<file path="src/hdl/vgne_pkg.sv">
`timescale 1ns / 1ps
// ---------------------------------------------------------------------------
// Volume gradient normal encoder package
// Shared constants, types and helper functions.
// ---------------------------------------------------------------------------
package vgne_pkg;

    localparam int MaxX   = 64;
    localparam int MaxY   = 64;
    localparam int MaxZ   = 64;
    localparam int CW     = 6;                 // coordinate width
    localparam int SW     = 7;                 // size register width
    localparam int ADDR_W = 3 * CW;

    localparam logic [1:0] CFG_SIZE_X = 2'd0;
    localparam logic [1:0] CFG_SIZE_Y = 2'd1;
    localparam logic [1:0] CFG_SIZE_Z = 2'd2;

    localparam logic MODE_LOAD  = 1'b0;
    localparam logic MODE_QUERY = 1'b1;

    localparam logic [7:0]  CODE_ZERO = 8'd128;
    localparam logic [15:0] SCALE_SQ  = 16'd65025;   // 255 squared

    typedef logic signed [15:0] sum_t;

    typedef struct packed {
        sum_t       sx;
        sum_t       sy;
        sum_t       sz;
        logic [7:0] density;
    } gather_res_t;

    typedef enum logic [2:0] {
        ST_IDLE,
        ST_GATHER,
        ST_SQUARE,
        ST_SUM,
        ST_ENCODE,
        ST_OUTPUT
    } ctl_state_t;

    typedef enum logic [1:0] {
        PH_RHS,
        PH_KK,
        PH_MUL,
        PH_CMP
    } enc_phase_t;

    function automatic logic [SW-1:0] eff_size(input logic [SW-1:0] r, input logic [SW-1:0] mx);
        logic [SW-1:0] res;
        begin
            if (r == '0)
                res = SW'(1);
            else if (r > mx)
                res = mx;
            else
                res = r;
            return res;
        end
    endfunction

    function automatic logic [CW-1:0] clamp_pos(input logic [CW-1:0] p, input logic [SW-1:0] n);
        logic [SW-1:0] lim;
        begin
            lim = n - SW'(1);
            if ({1'b0, p} > lim)
                return lim[CW-1:0];
            else
                return p;
        end
    endfunction

    // Neighbour coordinate at offset o-1, held inside 0..n-1.
    function automatic logic [CW-1:0] nb_coord(input logic [CW-1:0] c, input logic [1:0] o,
                                               input logic [SW-1:0] n);
        logic [SW-1:0] up;
        begin
            up = {1'b0, c} + SW'(1);
            unique case (o)
                2'd0:    return (c == '0) ? c : c - CW'(1);
                2'd2:    return (up >= n) ? c : up[CW-1:0];
                default: return c;
            endcase
        end
    endfunction

endpackage

</file>
<file path="src/hdl/vgne_encode.sv">
`timescale 1ns / 1ps
// ---------------------------------------------------------------------------
// Component encoder
// Binary search for the largest code e with (2e-256)*L <= 255*s, using
// squared integer comparisons; each bit runs the KK, MUL and CMP phases.
// ---------------------------------------------------------------------------
module vgne_encode
    import vgne_pkg::*;
(
    input  logic        clk,
    input  logic        rst_n,
    input  logic        start,
    input  sum_t        s,
    input  logic [26:0] sq,
    input  logic [27:0] n,
    output logic [7:0]  code,
    output logic        done
);

    enc_phase_t  phase_reg, phase_next;
    logic        busy_reg;
    logic [2:0]  bit_reg;
    logic [7:0]  code_reg;
    logic        done_reg;
    logic [43:0] rhs_reg;
    logic [15:0] kk_reg;
    logic [43:0] lhs_reg;
    logic [7:0]  cand;
    logic [8:0]  absk;
    logic        kpos;
    logic        fits;

    assign cand = code_reg | (8'd1 << bit_reg);
    assign kpos = cand > 8'd128;
    assign absk = kpos ? ({cand, 1'b0} - 9'd256) : (9'd256 - {cand, 1'b0});

    always_comb
    begin
        priority if (!kpos && !s[15])
            fits = 1'b1;
        else if (kpos && s[15])
            fits = 1'b0;
        else if (kpos)
            fits = lhs_reg <= rhs_reg;
        else
            fits = lhs_reg >= rhs_reg;
    end

    always_comb
    begin
        unique case (phase_reg)
            PH_RHS:  phase_next = PH_KK;
            PH_KK:   phase_next = PH_MUL;
            PH_MUL:  phase_next = PH_CMP;
            PH_CMP:  phase_next = PH_KK;
            default: phase_next = PH_RHS;
        endcase
    end

    always_ff @(posedge clk or negedge rst_n)
    begin
        if (!rst_n)
        begin
            phase_reg <= PH_RHS;
            busy_reg  <= 1'b0;
            bit_reg   <= 3'd7;
            code_reg  <= 8'd0;
            done_reg  <= 1'b0;
        end
        else
        begin
            done_reg <= 1'b0;
            if (start)
            begin
                busy_reg  <= 1'b1;
                phase_reg <= PH_RHS;
                bit_reg   <= 3'd7;
                code_reg  <= 8'd0;
            end
            else if (busy_reg)
            begin
                phase_reg <= phase_next;
                if (phase_reg == PH_CMP)
                begin
                    if (fits)
                        code_reg <= cand;
                    if (bit_reg == 3'd0)
                    begin
                        busy_reg <= 1'b0;
                        done_reg <= 1'b1;
                    end
                    else
                        bit_reg <= bit_reg - 3'd1;
                end
            end
        end
    end

    always_ff @(posedge clk)
    begin
        if (busy_reg && phase_reg == PH_RHS)
            rhs_reg <= 44'(SCALE_SQ) * 44'(sq);
        if (busy_reg && phase_reg == PH_KK)
            kk_reg <= absk[7:0] * absk[7:0];
        if (busy_reg && phase_reg == PH_MUL)
            lhs_reg <= 44'(kk_reg) * 44'(n);
    end

    assign code = code_reg;
    assign done = done_reg;

endmodule

</file>
<file path="config.mk">
export PLATFORM = sky130hd
export DESIGN_NAME = vgne_encode
export DESIGN_NICKNAME = d
export VERILOG_FILES = /design/src/hdl/vgne_pkg.sv /design/src/hdl/vgne_encode.sv
export SDC_FILE = /design/constraint.sdc
export NUM_CORES = 1
export LEC_CHECK = 0
export ABC_AREA = 1
export BUFFER_PORTS_ARGS = -buffer_cell sky130_fd_sc_hd__buf_4
export CORE_MARGIN = 1.5
export CORE_UTILIZATION = 38
export DETAILED_ROUTE_END_ITERATION = 8
export HOLD_SLACK_MARGIN = 0.06
export SYNTH_ARGS = -nofsm -noshare
export SYNTH_HDL_FRONTEND = slang
export SYNTH_SLANG_ARGS = --single-unit
</file>
<file path="constraint.sdc">
create_clock -name clk -period 18.36 [get_ports clk]
set_input_delay 2.754 -clock clk [delete_from_list [all_inputs] [get_ports clk]]
set_output_delay 2.754 -clock clk [all_outputs]
set_load 0.01 [all_outputs]
</file>
# Yosys cells after proc, flatten, opt, wreduce, memory -nomap -nowiden
# Index checks and enable logic that the tools add are counted.
[totals] register_bits=118 inputBits=74 out_inout_bits=9 word_cells=61
[op_classes] add_sub_neg=3 multipliers=3 order_cmp=3 n_eq_ne=4 shifts=1 n_mux=23 bitwise_logic=1 n_reduce_logical=15
[ops] cell="$ge 44x43->1" n=1
[ops] cell="$le 44x43->1" n=1
[ops] cell="$mul 16x28->44" n=1
[ops] cell="$mul 16x27->43 const A" n=1
[ops] cell="$mux 8" n=5
[ops] cell="$mul 8x8->16" n=1
[ops] cell="$mux 3" n=4
[ops] cell="$mux 1" n=11
[ops] cell="$gt 8x8->1 const B" n=1
[ops] cell="$or 8x8->8" n=1
[ops] cell="$shl 1x3->8 const A" n=1
[ops] cell="$sub 1x8->8 const A" n=1
[ops] cell="$sub 8x1->8 const B" n=1
[ops] cell="$pmux 2 s3" n=1
[ops] cell="$reduce_and 3->1" n=2
[ops] cell="$reduce_bool 2->1" n=3
[ops] cell="$logic_and 1x1->1" n=5
[ops] cell="$eq 2x2->1 const B" n=2
[ops] cell="$mux 2" n=2
[ops] cell="$logic_not 3->1" n=1
[ops] cell="$sub 3x1->3 const B" n=1
[ops] cell="$eq 2x1->1 const B" n=1
[ops] cell="$logic_not 1->1" n=2
[ops] cell="$logic_not 2->1" n=1
[ops] cell="2 further kinds" n=2

# Logic depth before layout (Yosys ltp)
# Gate-level depths: netlist of the first run.
[depth] word_depth=10 ltp_mapped=32 ltp_nobuf=32

# Least setup slack after synthesis of the first run
# Ideal clock, no wire load.
[synth_path] path_kind="input to register" start="input port n[16]" end="register lhs_reg[29] (data pin)" setup_time_ns=0.262 t_arrival_ns=7.263 required_ns=18.098 setup_slack_ns=10.835 path_stages=18 n_path_buf=1 cell_sequence="clkbuf_1 nand2_1 fa_1 inv_1 fa_1 fa_1 fa_1 fa_1 ha_1 ha_1 inv_1 o21ai_0 or2_2 a21oi_1 nand2_1 a21oi_1 o21bai_1 xor2_1"
[synth_via] elab_chain_cells=1
[synth_lines] item="from (decl)" line_no="vgne_encode.sv:15" rtl="input logic [27:0] n,"
[synth_lines] item="$mul 16x28->44" line_no="vgne_encode.sv:106" rtl="lhs_reg <= 44'(kk_reg) * 44'(n);"
[synth_lines] item="to (signal assigned)" line_no="vgne_encode.sv:106"
[synth_lines] item="to (decl)" line_no="vgne_encode.sv:27" rtl="logic [43:0] lhs_reg;"
# No other way between the ends.
# A chain may end at the register's enable or synchronous reset.

# Worst setup path in the final report of the first run
[layout_path] start="input port n[7]" end="register lhs_reg[40] (data pin)"
# Same word-level chain as after synthesis.

==> results of run 1 <==
-- per-layer routing --
metal	GRT usage, %	vias up
met4	3.03	0
met5	0	-
li1	-	8360
met2	29.7	253
met3	1.57	43
met1	23.5	8309
-- critical path: stages --
cell and delay, ns:
buf_4 0.17, nand2_1 0.08, inv_1 0.06, fa_1 0.54, inv_1 0.05, fa_1 0.47, inv_1 0.06, fa_1 0.52
inv_1 0.06, fa_1 0.53, inv_1 0.05, fa_1 0.44, ha_1 0.28, ha_1 0.33, a21oi_1 0.24, o21ai_2 0.10
a21oi_1 0.35, o21ai_1 0.18, nand2_1 0.09, nand2_1 0.13, nand3_1 0.10, nand2_1 0.08, xor2_1 0.16
-- placed cells by master (no fill, tap or decap), types with 3 or more instances in the layout --
cell type  Yosys  final
a21o_1        16     16
xnor2_1       31     31
fa_1         416    416
nand4_1        7      7
nor4_1         6      6
clkinv_2       0      3
nor3_1        16     16
dfstp_2        3      3
nand2_1      611    611
ha_1         328    328
nand2_4        4      4
o21ai_2        3      3
o21ai_1        4      4
xor2_1        52     52
a21boi_0       4      4
nand3_1       41     41
o21ai_0       46     46
nand3b_1       3      3
clkbuf_16      0     17
nor2_1       114    114
dfrtp_1       12     12
bufinv_16      0      5
o21bai_1      11     11
edfxtp_1      98     98
inv_1        695    695
buf_4          0     82
a31oi_1       15     15
a21oi_1      111    111
clkinv_4       0      3
-- cell type report --
type,instances,area [µm²],share of cell area (%)
well taps,837,1050,4.02
inverters,699,2630,10.1
multi-input cells,1868,17800,68.3
clock inverters,15,215,0.827
clock buffers,17,425,1.63
repair buffers,82,616,2.37
flip-flops and latches,113,3320,12.8
-- cells by family (layout without fill, tap and decap cells) --
logic type / Yosys count / after routing
compound gates: 223 / 223
fa+ha+maj: 744 / 744
flops: 113 / 113
simple gates: 816 / 816
buf+inv: 769 / 813
xor+xnor: 85 / 85
-- synthesized netlist by cell type, drive strengths merged --
cell    instances  share of area (%)
a211oi          1              0.031
a21boi          4               0.13
a21o           16               0.50
a21oi         113                2.4
a31oi          15               0.39
and2            2              0.052
buf            21               0.36
clkbuf         49               0.77
dfrtp          12                1.3
dfstp           3               0.33
edfxtp         98                 12
fa            416                 35
ha            328                 17
inv           699                 11
nand2         617                9.8
nand3          42               0.90
nand3b          3              0.094
nand4           7               0.18
nor2          118                1.9
nor3           17               0.38
nor4            7               0.25
o211ai          2              0.063
o21a            2              0.063
o21ai          53                1.2
o21bai         11               0.34
o221a           2              0.094
o221ai          2              0.073
o22ai           1              0.026
o31a            1              0.037
or2             3              0.078
xnor2          32                1.2
xor2           53                2.0
-- worst max path at each step --
stage               startpoint          end  slack [ns]  cells after the start
floorplan                n[16]  lhs_reg[29]       10.83                     18
global placement          n[7]  lhs_reg[40]       10.28                     23
detailed placement        n[7]  lhs_reg[40]       10.23                     23
CTS                       n[7]  lhs_reg[40]       10.66                     23
global route              n[7]  lhs_reg[40]       10.37                     23
finish                    n[7]  lhs_reg[40]       10.65                     23
-- per-stage QoR --
stage / setup WS [ns] / cells
3_5_place_dp: 10.23 / 3599
6_report: 10.65 / 3631
5_1_grt: 10.37 / 3631
3_3_place_gp: 10.28 / 3599
2_1_floorplan: 10.83 / 2750
4_1_cts: 10.66 / 3631
==> results.ini, run 1 <==
[logic_synthesis]
yosysSeqAreaShare_pct = 13.8
synthMuxAreaShare_pct = 0
ys_warn_count = 0
synth_top_family_by_area = adder cells
netlist_instances = 2750
synth_nets = 3568
synth_compound_area_share_pct = 5.32
netlist_area_mm2 = 0.0240
synthXorXnorAreaFrac_pct = 3.26
synth-seq-cells = 113
synth_cell_types = 50
synthAdderAreaFrac_pct = 51.8
synth-simple-area-share_pct = 13.7
syn_avg_cell_area_um2 = 8.72

[clock_network]
cts_tree = done
htreeDepth = 4
cts_hold_repair.buffers = 0
cts_resized = 0
clockRootBuffer = clkbuf_16
clock-sinks = 113
clockBufferDepth = 2
cts_setup_buffers = 0
clkTransAtPathRegs_ns = 0.06
numCtsBuffers = 17
clk-insertion-delay-late_ns = 0.41

[critical_path]
reg2regPathDepth = 28
crit_path_end_kind = flip-flop
startpoint_type = primary input
timing.rr.start = bit_reg[0]
worstReg2RegEnd = kk_reg[14]
critPathMaxFanout = 13
rrSetupSlack_ns = 11.90
path_class = in2reg
cp.arrival_ns = 7.85
worstPathRequired_ns = 18.51

[final_layout]
fillers = 6164
largest_register_ffs = 43
antennaDiodeCount = 0
final_nets = 3599
final_area_mm2 = 0.0260
fin_util_pct = 41.9
syn_to_final_growth_pct = 8.48
drive_above_1_share_pct = 5.12

[die]
num_rows = 91
start_util_pct = 38.7
fp.dieArea_mm2 = 0.0646
die_x_um = 254
core_mm2 = 0.0621
die_y_um = 254
ioPinCount = 83

[routing]
routed.top_layer = met4
vias = 17000
dr.pass1.iters = 5
drtAntennaViolNets = 0
wl_met3_mm = 1.48
drt_iter0_markers = 891
wl_met2_mm = 25.6
drt-met1-wl_mm = 23.9
viasPerCell = 4.67
totalWireLength_mm = 51.6
route.detailed.drc = 0
wl_per_cell_um = 14.2

[sta]
grt_setup_unrepaired = false
slew_violations = 0
min_period_ns = 7.71
whs_ns = 0.544
fin_tns_setup_ns = 0
max-slew-margin-rel_pct = 60.1
skew_ns = 0.0113
worst_pin_slew_ns = 0.596
post-route-period-util_pct = 42.0
setup_viol_count_final = 0
fmax_ghz = 0.130
final_hold_viol_count = 0

[global_route]
grt_max_degree = 44
grt-ovfl-total = 0
grt_pass1_vias = 18000
grt_usage_pct = 17.1
antenna_found_initial = 0
grt_pass1_wl_mm = 89.1

[placement]
gp_congestion = 0.853
placed_area_mm2 = 0.0254
portBuffers = 67
detailed_place_hpwl_mm = 43.6

[hold_path]
hold_depth = 2
hp-start = code[1]
worstHoldEndpoint = code[1]
hold_path_class = reg2reg

[run]
maxCapViolCount = 0

[run_status]
status = complete, no violations

Power of run 1 is not shown: default switching activity piles up to over one toggle a cycle in this logic, so the estimate is an artifact.
==> run 2: changes to the inputs <==
==> constraint.sdc (replaced) <==
create_clock -name clk -period 7.9 [get_ports clk]
set_input_delay 1.185 -clock clk [delete_from_list [all_inputs] [get_ports clk]]
set_output_delay 1.185 -clock clk [all_outputs]
set_load 0.01 [all_outputs]
==> run 2 against run 1 <==
Compared with the run above: worst setup slack got worse by 9.2 ns; via count increased by 0.51%; sequential share of layout area unchanged; critical path depth increased by 5; register-to-register slack got worse by 10 ns; core utilization unchanged; count of clock-buffer cells in the layout unchanged; hold slack improved by 0.0039 ns; die area unchanged; flip-flop and latch count unchanged; clock skew decreased by 0.0015 ns.
==> results.ini, run 2 (synthesized netlist as in run 1, its figures left out) <==
[run_status]
status = complete, no violations

[sta]
post-route-period-util_pct = 81.1
min_period_ns = 6.41
grt_setup_unrepaired = false
fmax_ghz = 0.156
max-slew-margin-rel_pct = 24.2
slew_violations = 0
worst_pin_slew_ns = 1.14
setup_viol_count_final = 0
fin_tns_setup_ns = 0
final_hold_viol_count = 0
skew_ns = 0.00984

[critical_path]
path_class = reg2reg
critPathMaxFanout = 10
slowest_delay_ns = 0.57
cp.arrival_ns = 6.59
slowest_stage = dfstp_2
worstPathRequired_ns = 8.08
startpoint_type = flip-flop
crit_path_end_kind = flip-flop

[die]
num_rows = 91
start_util_pct = 38.7
core_mm2 = 0.0621
fp.dieArea_mm2 = 0.0646
die_x_um = 254
die_y_um = 254
ioPinCount = 83

[clock_network]
htreeDepth = 4
cts_resized = 0
clockBufferDepth = 2
numCtsBuffers = 17
clk-insertion-delay-late_ns = 0.43
clkTransAtPathRegs_ns = 0.06
cts_setup_buffers = 0
clockRootBuffer = clkbuf_16
clock-sinks = 113
cts_tree = done
cts_hold_repair.buffers = 0

[hold_path]
hold_path_class = reg2reg

[global_route]
grt_pass1_vias = 18100
grt_usage_pct = 17.4
grt-ovfl-total = 0
grt_pass1_wl_mm = 90.0
antenna_found_initial = 0
grt_max_degree = 44

[final_layout]
fillers = 6177
drive_above_1_share_pct = 5.22
mostFrequentLayoutCells = inv_1, nand2_1, fa_1, ha_1, nor2_1
layout_commonest_cell = inv_1
largest_register_ffs = 43
syn_to_final_growth_pct = 8.48
final_nets = 3600
antennaDiodeCount = 0

[routing]
wl_per_cell_um = 14.4
vias = 17100
totalWireLength_mm = 52.4
viasPerCell = 4.69
dr.pass1.iters = 5
drt_iter0_markers = 814
route.detailed.drc = 0
drtAntennaViolNets = 0

[placement]
gp_congestion = 0.861
portBuffers = 67
detailed_place_hpwl_mm = 44.7

[run]
maxCapViolCount = 0

[run 2: cell types whose count changed in the layout (fill, tap and decap cells not counted), sizes merged]
| cell | before | now |
|---|---|---|
| bufinv | 5 | 4 |
| inv | 700 | 702 |
| clkinv | 8 | 4 |
| clkinvlp | 1 | 4 |
| buf | 82 | 83 |
[run 2: worst max-delay path: cells and delay by family (launching register included)]
family          cells  cell delay [ns]
flops               1             0.57
xor+xnor            2             0.26
fa+ha+maj           7             2.90
compound gates      6             1.15
buf+inv             5             0.35
simple gates        8             0.89
[run 2: worst paths after layout]
path                       depth (start not counted)  startpoint  slack, ns         end
setup / recovery                                  28  bit_reg[0]       1.49  kk_reg[14]
hold / removal                                     2     code[5]       0.55     code[5]
setup reg to reg                                  28  bit_reg[0]       1.49  kk_reg[14]
hold reg to reg                                    2     code[5]       0.55     code[5]
max in group asynchronous                          1       rst_n       7.05  bit_reg[2]
min in group asynchronous                          1       rst_n       0.60     code[1]
[run 2: area by class of cell]
cell class              count  area, µm²  share of cell area, %
repair buffers             83        623                   2.39
flip-flops and latches    113       3320                   12.8
clock buffers              17        425                   1.63
clock inverters            15        208                  0.798
well taps                 837       1050                   4.02
multi-input cells        1868      17800                   68.3
inverters                 699       2630                   10.1
[run 2: stage by stage]
| step | cell area, µm² | setup slack [ns] | utilization, % | hold slack, ns | instances |
|---|---|---|---|---|---|
| finish | 26000 | 1.49 | 41.9 | 0.548 | 3632 |
| CTS | 26000 | 1.44 | 41.9 | 0.551 | 3632 |
| detailed placement | 25400 | 1.38 | 40.9 | 0.538 | 3600 |
| global route | 26000 | 1.04 | 41.9 | 0.573 | 3632 |
| floorplan | 24000 | 1.94 | - | 0.545 | 2750 |
| global placement | 25400 | 1.41 | 40.9 | 0.536 | 3600 |
[run 2: routing by layer]
metal	vias up	wire, µm	track usage, %
met5	-	0	0
met4	0	951	4.17
met3	67	1460	1.65
met2	247	26300	30.4
met1	8374	23700	23.3
li1	8364	-	-
Power of run 2 is left out for the same reason.
