[config.mk]
export PLATFORM = sky130hd
export DESIGN_NAME = vgne_gather
export DESIGN_NICKNAME = d
export VERILOG_FILES = /design/src/hdl/vgne_pkg.sv /design/src/hdl/vgne_gather.sv
export SDC_FILE = /design/constraint.sdc
export NUM_CORES = 1
export LEC_CHECK = 0
export ABC_AREA = 1
export BUFFER_PORTS_ARGS = -buffer_cell sky130_fd_sc_hd__buf_2
export CORE_AREA = 2 2 104 126
export CTS_CLUSTER_DIAMETER = 50
export CTS_CLUSTER_SIZE = 12
export DETAILED_ROUTE_END_ITERATION = 8
export DIE_AREA = 0 0 106 128
export PLACE_DENSITY = 0.94
export SLEW_MARGIN = 20
export SYNTH_ARGS = -nofsm -noshare
export SYNTH_HDL_FRONTEND = slang
export SYNTH_SLANG_ARGS = --single-unit
[constraint.sdc]
create_clock -name clk -period 6.35 [get_ports clk]
set_clock_uncertainty 0.2 [all_clocks]
set_input_delay 0.635 -clock clk [delete_from_list [all_inputs] [get_ports clk]]
set_output_delay 0.635 -clock clk [all_outputs]
set_load 0.01 [all_outputs]
[src/hdl/vgne_pkg.sv]
`timescale 1ns / 1ps
// ---------------------------------------------------------------------------
// Volume gradient normal encoder package
// Shared constants, types and helper functions.
// ---------------------------------------------------------------------------
package vgne_pkg;

    localparam int MaxX   = 64;
    localparam int MaxY   = 64;
    localparam int MaxZ   = 64;
    localparam int CW     = 6;                 // coordinate width
    localparam int SW     = 7;                 // size register width
    localparam int ADDR_W = 3 * CW;

    localparam logic [1:0] CFG_SIZE_X = 2'd0;
    localparam logic [1:0] CFG_SIZE_Y = 2'd1;
    localparam logic [1:0] CFG_SIZE_Z = 2'd2;

    localparam logic MODE_LOAD  = 1'b0;
    localparam logic MODE_QUERY = 1'b1;

    localparam logic [7:0]  CODE_ZERO = 8'd128;
    localparam logic [15:0] SCALE_SQ  = 16'd65025;   // 255 squared

    typedef logic signed [15:0] sum_t;

    typedef struct packed {
        sum_t       sx;
        sum_t       sy;
        sum_t       sz;
        logic [7:0] density;
    } gather_res_t;

    typedef enum logic [2:0] {
        ST_IDLE,
        ST_GATHER,
        ST_SQUARE,
        ST_SUM,
        ST_ENCODE,
        ST_OUTPUT
    } ctl_state_t;

    typedef enum logic [1:0] {
        PH_RHS,
        PH_KK,
        PH_MUL,
        PH_CMP
    } enc_phase_t;

    function automatic logic [SW-1:0] eff_size(input logic [SW-1:0] r, input logic [SW-1:0] mx);
        logic [SW-1:0] res;
        begin
            if (r == '0)
                res = SW'(1);
            else if (r > mx)
                res = mx;
            else
                res = r;
            return res;
        end
    endfunction

    function automatic logic [CW-1:0] clamp_pos(input logic [CW-1:0] p, input logic [SW-1:0] n);
        logic [SW-1:0] lim;
        begin
            lim = n - SW'(1);
            if ({1'b0, p} > lim)
                return lim[CW-1:0];
            else
                return p;
        end
    endfunction

    // Neighbour coordinate at offset o-1, held inside 0..n-1.
    function automatic logic [CW-1:0] nb_coord(input logic [CW-1:0] c, input logic [1:0] o,
                                               input logic [SW-1:0] n);
        logic [SW-1:0] up;
        begin
            up = {1'b0, c} + SW'(1);
            unique case (o)
                2'd0:    return (c == '0) ? c : c - CW'(1);
                2'd2:    return (up >= n) ? c : up[CW-1:0];
                default: return c;
            endcase
        end
    endfunction

endpackage

[src/hdl/vgne_gather.sv]
`timescale 1ns / 1ps
// ---------------------------------------------------------------------------
// Neighbourhood gather
// Reads the 27 clamped neighbours of a voxel and accumulates the three
// weighted central-difference sums and the centre density.
// ---------------------------------------------------------------------------
module vgne_gather
    import vgne_pkg::*;
(
    input  logic              clk,
    input  logic              rst_n,
    input  logic              start,
    input  logic [CW-1:0]     cx,
    input  logic [CW-1:0]     cy,
    input  logic [CW-1:0]     cz,
    input  logic [SW-1:0]     nx,
    input  logic [SW-1:0]     ny,
    input  logic [SW-1:0]     nz,
    output logic              rd_en,
    output logic [ADDR_W-1:0] rd_addr,
    input  logic [7:0]        rd_data,
    output gather_res_t       res,
    output logic              done
);

    logic       busy_reg;
    logic [1:0] ox_reg, oy_reg, oz_reg;
    logic       vld_d_reg, last_d_reg;
    logic [1:0] ox_d_reg, oy_d_reg, oz_d_reg;
    sum_t       sx_reg, sy_reg, sz_reg;
    logic [7:0] dens_reg;
    logic       done_reg;
    logic       last_issue;
    logic [CW-1:0] ax, ay, az;
    logic [2:0] shx, shy, shz;
    sum_t       tx, ty, tz;

    assign last_issue = (ox_reg == 2'd2) && (oy_reg == 2'd2) && (oz_reg == 2'd2);
    assign ax = nb_coord(cx, ox_reg, nx);
    assign ay = nb_coord(cy, oy_reg, ny);
    assign az = nb_coord(cz, oz_reg, nz);
    assign rd_en   = busy_reg;
    assign rd_addr = {az, ay, ax};

    // Weight 1,4,1 per axis becomes a left shift of 0 or 2.
    assign shx = ((oy_d_reg == 2'd1) ? 3'd2 : 3'd0) + ((oz_d_reg == 2'd1) ? 3'd2 : 3'd0);
    assign shy = ((ox_d_reg == 2'd1) ? 3'd2 : 3'd0) + ((oz_d_reg == 2'd1) ? 3'd2 : 3'd0);
    assign shz = ((ox_d_reg == 2'd1) ? 3'd2 : 3'd0) + ((oy_d_reg == 2'd1) ? 3'd2 : 3'd0);
    assign tx  = sum_t'({8'd0, rd_data} << shx);
    assign ty  = sum_t'({8'd0, rd_data} << shy);
    assign tz  = sum_t'({8'd0, rd_data} << shz);

    always_ff @(posedge clk or negedge rst_n)
    begin
        if (!rst_n)
        begin
            busy_reg   <= 1'b0;
            ox_reg     <= 2'd0;
            oy_reg     <= 2'd0;
            oz_reg     <= 2'd0;
            vld_d_reg  <= 1'b0;
            last_d_reg <= 1'b0;
            done_reg   <= 1'b0;
        end
        else
        begin
            vld_d_reg  <= busy_reg;
            last_d_reg <= busy_reg && last_issue;
            done_reg   <= vld_d_reg && last_d_reg;
            if (start)
            begin
                busy_reg <= 1'b1;
                ox_reg   <= 2'd0;
                oy_reg   <= 2'd0;
                oz_reg   <= 2'd0;
            end
            else if (busy_reg)
            begin
                if (last_issue)
                    busy_reg <= 1'b0;
                if (ox_reg == 2'd2)
                begin
                    ox_reg <= 2'd0;
                    if (oy_reg == 2'd2)
                    begin
                        oy_reg <= 2'd0;
                        oz_reg <= oz_reg + 2'd1;
                    end
                    else
                        oy_reg <= oy_reg + 2'd1;
                end
                else
                    ox_reg <= ox_reg + 2'd1;
            end
        end
    end

    always_ff @(posedge clk)
    begin
        ox_d_reg <= ox_reg;
        oy_d_reg <= oy_reg;
        oz_d_reg <= oz_reg;
        if (start)
        begin
            sx_reg <= '0;
            sy_reg <= '0;
            sz_reg <= '0;
        end
        else if (vld_d_reg)
        begin
            if (ox_d_reg == 2'd2)
                sx_reg <= sx_reg + tx;
            else if (ox_d_reg == 2'd0)
                sx_reg <= sx_reg - tx;
            if (oy_d_reg == 2'd2)
                sy_reg <= sy_reg + ty;
            else if (oy_d_reg == 2'd0)
                sy_reg <= sy_reg - ty;
            if (oz_d_reg == 2'd2)
                sz_reg <= sz_reg + tz;
            else if (oz_d_reg == 2'd0)
                sz_reg <= sz_reg - tz;
            if (ox_d_reg == 2'd1 && oy_d_reg == 2'd1 && oz_d_reg == 2'd1)
                dens_reg <= rd_data;
        end
    end

    assign res.sx      = sx_reg;
    assign res.sy      = sy_reg;
    assign res.sz      = sz_reg;
    assign res.density = dens_reg;
    assign done        = done_reg;

endmodule

# Word level (Yosys, flattened, before mapping)
# Cells that the tools add are included.
op_classes:
  eq_ne: 9
  bitwise_logic: 1
  muxes: 32
  magnitude_cmp: 3
  shifts: 3
  n_reduce_logical: 27
  n_addsub: 18
op_table:
  columns: ["op", "n"]
  rows:
  - ["16-bit two-way mux", 6]
  - ["16-bit adder", 3]
  - ["8-bit by 3-bit << shifter with 16-bit output", 3]
  - ["16-bit subtractor", 3]
  - ["6-bit two-way mux", 6]
  - ["6-bit case mux with 2 select lines", 3]
  - ["2-bit two-way mux", 14]
  - ["6-bit by 1-bit adder with 7-bit output, second input constant", 3]
  - ["7-bit >= comparator", 3]
  - ["6-bit zero test", 3]
  - ["6-bit by 1-bit subtractor with 6-bit output, second input constant", 3]
  - ["2-bit equality test, second input constant", 6]
  - ["2-bit zero test", 6]
  - ["2-bit nonzero test", 6]
  - ["2-bit AND reduction", 4]
  - ["2-bit by 1-bit adder with 2-bit output, second input constant", 3]
  - ["2-bit by 1-bit equality test with 1-bit output, second input constant", 3]
  - ["1-bit logical AND", 6]
  - ["3-bit AND reduction", 2]
  - ["2-bit by 2-bit adder with 3-bit output", 1]
  - ["3-bit by 2-bit adder with 3-bit output", 1]
  - ["3-bit adder", 1]
  - ["1-bit two-way mux", 3]
  - ["1-bit NOT", 1]
word_totals:
  inputBits: 50
  ff_bits: 72
  output_inout_bits: 76

# Depth between registers and ports, before layout
depth:
  word_depth: 7
  mapped_depth: 28

# Least setup slack after synthesis
# No wires, ideal clock.
synth_path:
  path_type: "input to output"
  startpoint: "input cx[2]"
  endpoint: "output rd_addr[0]"
  arrival_ns: 2.668
  setup_slack_ns: 2.847
  path_stages: 12
  cell_sequence: "clkbuf_1 > nand3_1 > nor3_1 > xor2_1 > inv_1 > ha_1 > nand2_1 > nor2_1 > a211oi_1 > nand3_1 > o21ai_0 > xor2_1"
synth_between:
  elab_chain_cells: 4
synth_rtl:
  columns: ["item", "line_no", "source"]
  rows:
  - ["start, declared", "vgne_gather.sv:13", "input logic [CW-1:0] cx,"]
  - ["6-bit by 1-bit adder with 7-bit output", "vgne_pkg.sv:79", "up = {1'b0, c} + SW'(1);"]
  - ["7-bit >= comparator", "vgne_pkg.sv:82", "2'd2: return (up >= n) ? c : up[CW-1:0];"]
  - ["6-bit two-way mux", "vgne_pkg.sv:82", null]
  - ["6-bit case mux with 2 select lines *", "vgne_pkg.sv:80", "unique case (o)"]
  - ["end, declared", "vgne_gather.sv:20", "output logic [ADDR_W-1:0] rd_addr,"]
# Every way passes the cells marked *; elsewhere a longest branch is shown, timed or not.

# Worst setup path after layout
layout_path:
  startpoint: "input cz[2]"
  endpoint: "output rd_addr[12]"
layout_between:
  elab_chain_cells: 4
layout_rtl:
  columns: ["item", "line_no", "source"]
  rows:
  - ["start, declared", "vgne_gather.sv:15", "input logic [CW-1:0] cz,"]
  - ["6-bit by 1-bit adder with 7-bit output", "vgne_pkg.sv:79", null]
  - ["7-bit >= comparator", "vgne_pkg.sv:82", null]
  - ["6-bit two-way mux", "vgne_pkg.sv:82", null]
  - ["6-bit case mux with 2 select lines *", "vgne_pkg.sv:80", null]
# Marked as above.

==> impl_metrics.sql <==
INSERT INTO impl_metrics (metric_group, metric, value, unit) VALUES
('cells_and_area', 'filler_cell_count', '1043', ''),
('drt', 'average_wire_per_cell_in_the_routed_design', '13.6', 'µm'),
('timing', 'slew_headroom', '37.7', '%'),
('drt', 'routed_wirelength', '19800', 'µm'),
('timing', 'finalHoldWorstSlack', '0.197', 'ns'),
('global_routing', 'pin_count_of_the_biggest_net_entering_global_routing', '32', ''),
('logic_synthesis', 'postSynthCellCount', '1170', ''),
('drt', 'final_antenna_net_count', '0', ''),
('logic_synthesis', 'synth.net_count', '1312', ''),
('floorplan', 'fp-row-count', '45', ''),
('cts', 'cts_root_buffer', 'sky130_fd_sc_hd__clkbuf_16', ''),
('worst_setup_path', 'worst-setup-path-type', 'primary input to output pin', ''),
('floorplan', 'core', '0.0124', 'mm²'),
('timing', 'max_freq', '259', 'MHz'),
('worst_setup_path', 'arrival', '3.03', 'ns'),
('cts', 'postCtsSetupBuffers', '0', ''),
('drt', 'vias', '8216', ''),
('pwr', 'total_power', '3.23', 'mW'),
('pwr', 'peakVddDrop', '0.232', 'mV'),
('logic_synthesis', 'post_synth_edffs', '8', ''),
('pwr', 'leakagePower', '4.82', 'nW'),
('placed_design', 'detailed_place.area', '0.00842', 'mm²'),
('global_routing', 'grtUsageMet3', '4.83', '%'),
('logic_synthesis', 'syn_avg_cell_area', '6.53', 'µm²'),
('timing', 'period_minus_slack', '3.87', 'ns'),
('floorplan', 'die-area', '0.0136', 'mm²'),
('worst_setup_path', 'cp_max_fo', '12', ''),
('global_routing', 'grt_pass1_vias', '7842', ''),
('logic_synthesis', 'postSynth.asyncResetShare', '13.9', '%'),
('cts', 'worstSkewPairLatency', '0.34', 'ns'),
('status', 'status', 'complete, no violations', ''),
('global_routing', 'grt_antenna_before_repair', '0', ''),
('cells_and_area', 'finalInstanceArea', '0.00876', 'mm²'),
('logic_synthesis', 'main_synth_ff_type', 'sky130_fd_sc_hd__dfxtp_1', ''),
('global_routing', 'busiest_layer', 'met2', ''),
('floorplan', 'initial_core_util', '61.4', '%'),
('timing', 'totalNegativeSetupSlack', '0', 'ns'),
('cells_and_area', 'most_frequent_cells_in_the_layout', 'sky130_fd_sc_hd__nand2_1 (212), sky130_fd_sc_hd__inv_1 (173), sky130_fd_sc_hd__nor2_1 (153), sky130_fd_sc_hd__buf_2 (125), sky130_fd_sc_hd__o21ai_0 (94)', ''),
('pwr', 'swShare', '46.6', '%'),
('timing', 'fin_crit_sh', '60.9', '%'),
('pwr', 'combinationalPowerShare', '60.3', '%'),
('placed_design', 'numPortBuffers', '125', ''),
('drt', 'route.detailed.vias_per_inst', '5.62', ''),
('logic_synthesis', 'seq_area_frac_synth', '20.6', '%'),
('cells_and_area', 'antenna_cells_inserted', '0', ''),
('cells_and_area', 'area.growth.synth_to_final', '14.7', '%'),
('cts', 'clkSinkCount', '72', ''),
('global_routing', 'grt-ovfl-total', '0', ''),
('global_routing', 'grt_first_pass_wirelength', '33600', 'µm'),
('worst_setup_path', 'crit_path_end_kind', 'output pin', ''),
('cells_and_area', 'most_common_cell_after_layout_fill_and_taps_aside', 'sky130_fd_sc_hd__nand2_1', ''),
('cts', 'tritoncts_clock_tree', 'done', ''),
('cts', 'cts-htree-levels', '3', ''),
('pwr', 'netSwitchingPower', '1.51', 'mW'),
('cts', 'cts.reportedPaths.clkPinSlew', '0.06', 'ns'),
('placed_design', 'detailedPlacementHpwl', '15100', 'µm'),
('cells_and_area', 'drive_gt1_share', '14.3', '%'),
('placed_design', 'placed_cells', '1444', ''),
('cells_and_area', 'final_cells', '1461', ''),
('drt', 'firstDrtPassIters', '5', ''),
('logic_synthesis', 'syn-cell-area', '0.00763', 'mm²'),
('pwr', 'cellPowerDensity', '369', 'mW/mm²'),
('timing', 'rsz_0062_raised_after_global_routing', 'no', ''),
('worst_setup_path', 'cp-start-kind', 'primary input', ''),
('drt', 'route.detailed.drc', '0', ''),
('timing', 'timing_max_transition_violations_final', '0', ''),
('run', 'cap_viol_max_count', '0', ''),
('cts', 'clockBufferDepth', '2', ''),
('global_routing', 'groute.usage.overall', '29.5', '%'),
('floorplan', 'die-width', '106', 'µm'),
('pwr', 'internal_cell_power', '1.73', 'mW');
==> worst max-delay path, stage by stage <==
cell and delay [ns]:
sky130_fd_sc_hd__buf_2 0.17, sky130_fd_sc_hd__nand3_1 0.16, sky130_fd_sc_hd__nor3_1 0.23, sky130_fd_sc_hd__xor2_1 0.17
sky130_fd_sc_hd__inv_1 0.07, sky130_fd_sc_hd__ha_1 0.28, sky130_fd_sc_hd__nand2_1 0.09, sky130_fd_sc_hd__nor2_1 0.05
sky130_fd_sc_hd__a211oi_1 0.18, sky130_fd_sc_hd__nand3_1 0.32, sky130_fd_sc_hd__a21oi_1 0.27, sky130_fd_sc_hd__o21ai_0 0.13
sky130_fd_sc_hd__o211ai_1 0.11, sky130_fd_sc_hd__buf_2 0.16
==> metrics by stage <==
stage                     setup WS, ns  utilization [%]
final                             2.48             70.4
after floorplan                   2.85                -
after global routing              2.26             70.4
after detailed placement          2.62             67.7
after global placement            2.71             67.7
after CTS                         2.61             70.4
==> kinds of logic after synthesis <==
kind of cell               synth area share, %
adders and majority gates                 15.4
xor gates and xnor gates                  9.06
buffers and inverters                     9.93
and+or+nand+nor                           28.5
DFF                                       20.6
AOI/OAI and AO/OA                         16.6
==> area by class of cell <==
cell class	instances	area (µm²)	share of cell area [%]
clock buffers	11	243	2.77
clock inverters	5	80.1	0.914
inverters	183	687	7.84
multi-input cells	896	5310	60.6
flip-flops and latches	72	1570	17.9
well taps	164	205	2.34
repair buffers	130	666	7.60
==> worst paths after layout <==
path                        startpoint     endpoint  slack (ns)  cells after the start
setup / recovery                 cz[2]  rd_addr[12]        2.48                     14
hold reg to reg              oz_reg[1]  oz_d_reg[1]        0.20                      0
max in group asynchronous        rst_n    oy_reg[1]        5.27                      2
min in group asynchronous        rst_n    ox_reg[0]        0.50                      2
setup reg to reg           oz_d_reg[1]   sx_reg[15]        2.74                     26
hold / removal               oz_reg[1]  oz_d_reg[1]        0.20                      0
==> per-layer routing <==
layer	share of wire, %	up-vias
met5	0	-
met4	3.1	0
met3	7.4	59
met2	51	362
met1	39	3706
li1	-	4089
==> Yosys cell counts (2+ instances only) <==
library cell | number | area share, %
sky130_fd_sc_hd__nand2_4 | 3 | 0.44
sky130_fd_sc_hd__or2_2 | 2 | 0.16
sky130_fd_sc_hd__o22ai_1 | 2 | 0.16
sky130_fd_sc_hd__o21ai_0 | 94 | 6.2
sky130_fd_sc_hd__inv_2 | 5 | 0.25
sky130_fd_sc_hd__nor2_2 | 6 | 0.49
sky130_fd_sc_hd__a21oi_1 | 78 | 5.1
sky130_fd_sc_hd__o221a_2 | 2 | 0.29
sky130_fd_sc_hd__a211oi_1 | 5 | 0.49
sky130_fd_sc_hd__nand3_2 | 4 | 0.52
sky130_fd_sc_hd__xor2_1 | 57 | 6.5
sky130_fd_sc_hd__nor2_1 | 153 | 7.5
sky130_fd_sc_hd__nor4_1 | 2 | 0.16
sky130_fd_sc_hd__ha_1 | 89 | 15
sky130_fd_sc_hd__nand4_1 | 18 | 1.5
sky130_fd_sc_hd__inv_1 | 173 | 8.5
sky130_fd_sc_hd__o211ai_1 | 11 | 1.1
sky130_fd_sc_hd__a21o_1 | 4 | 0.39
sky130_fd_sc_hd__clkinv_1 | 5 | 0.25
sky130_fd_sc_hd__nand2_1 | 212 | 10
sky130_fd_sc_hd__fa_1 | 3 | 0.79
sky130_fd_sc_hd__xnor2_1 | 22 | 2.5
sky130_fd_sc_hd__nor2_4 | 4 | 0.59
sky130_fd_sc_hd__nor3_1 | 8 | 0.52
sky130_fd_sc_hd__a31oi_1 | 10 | 0.82
sky130_fd_sc_hd__dfxtp_1 | 54 | 14
sky130_fd_sc_hd__dfrtp_1 | 10 | 3.3
sky130_fd_sc_hd__o221ai_1 | 10 | 1.1
sky130_fd_sc_hd__nand3_1 | 74 | 4.9
sky130_fd_sc_hd__clkbuf_1 | 18 | 0.88
sky130_fd_sc_hd__edfxtp_1 | 8 | 3.1
sky130_fd_sc_hd__nand2_2 | 12 | 0.98
==> power groups by stage <==
stage	Combinational, mW	Clock, mW	Sequential, mW
finish	1.95	0.554	0.730
global route	2.19	0.577	0.746
CTS	1.93	0.556	0.727
detailed placement	1.89	0	0.736
global placement	1.83	0	0.731
floorplan	1.38	0	0.767
==> timing repair <==
action                    CTS  global route
gates resized for setup     0             0
hold buffers                1             0
hold endpoints to repair   10             0
No activity file was read; power rests on OpenSTA's default activity.
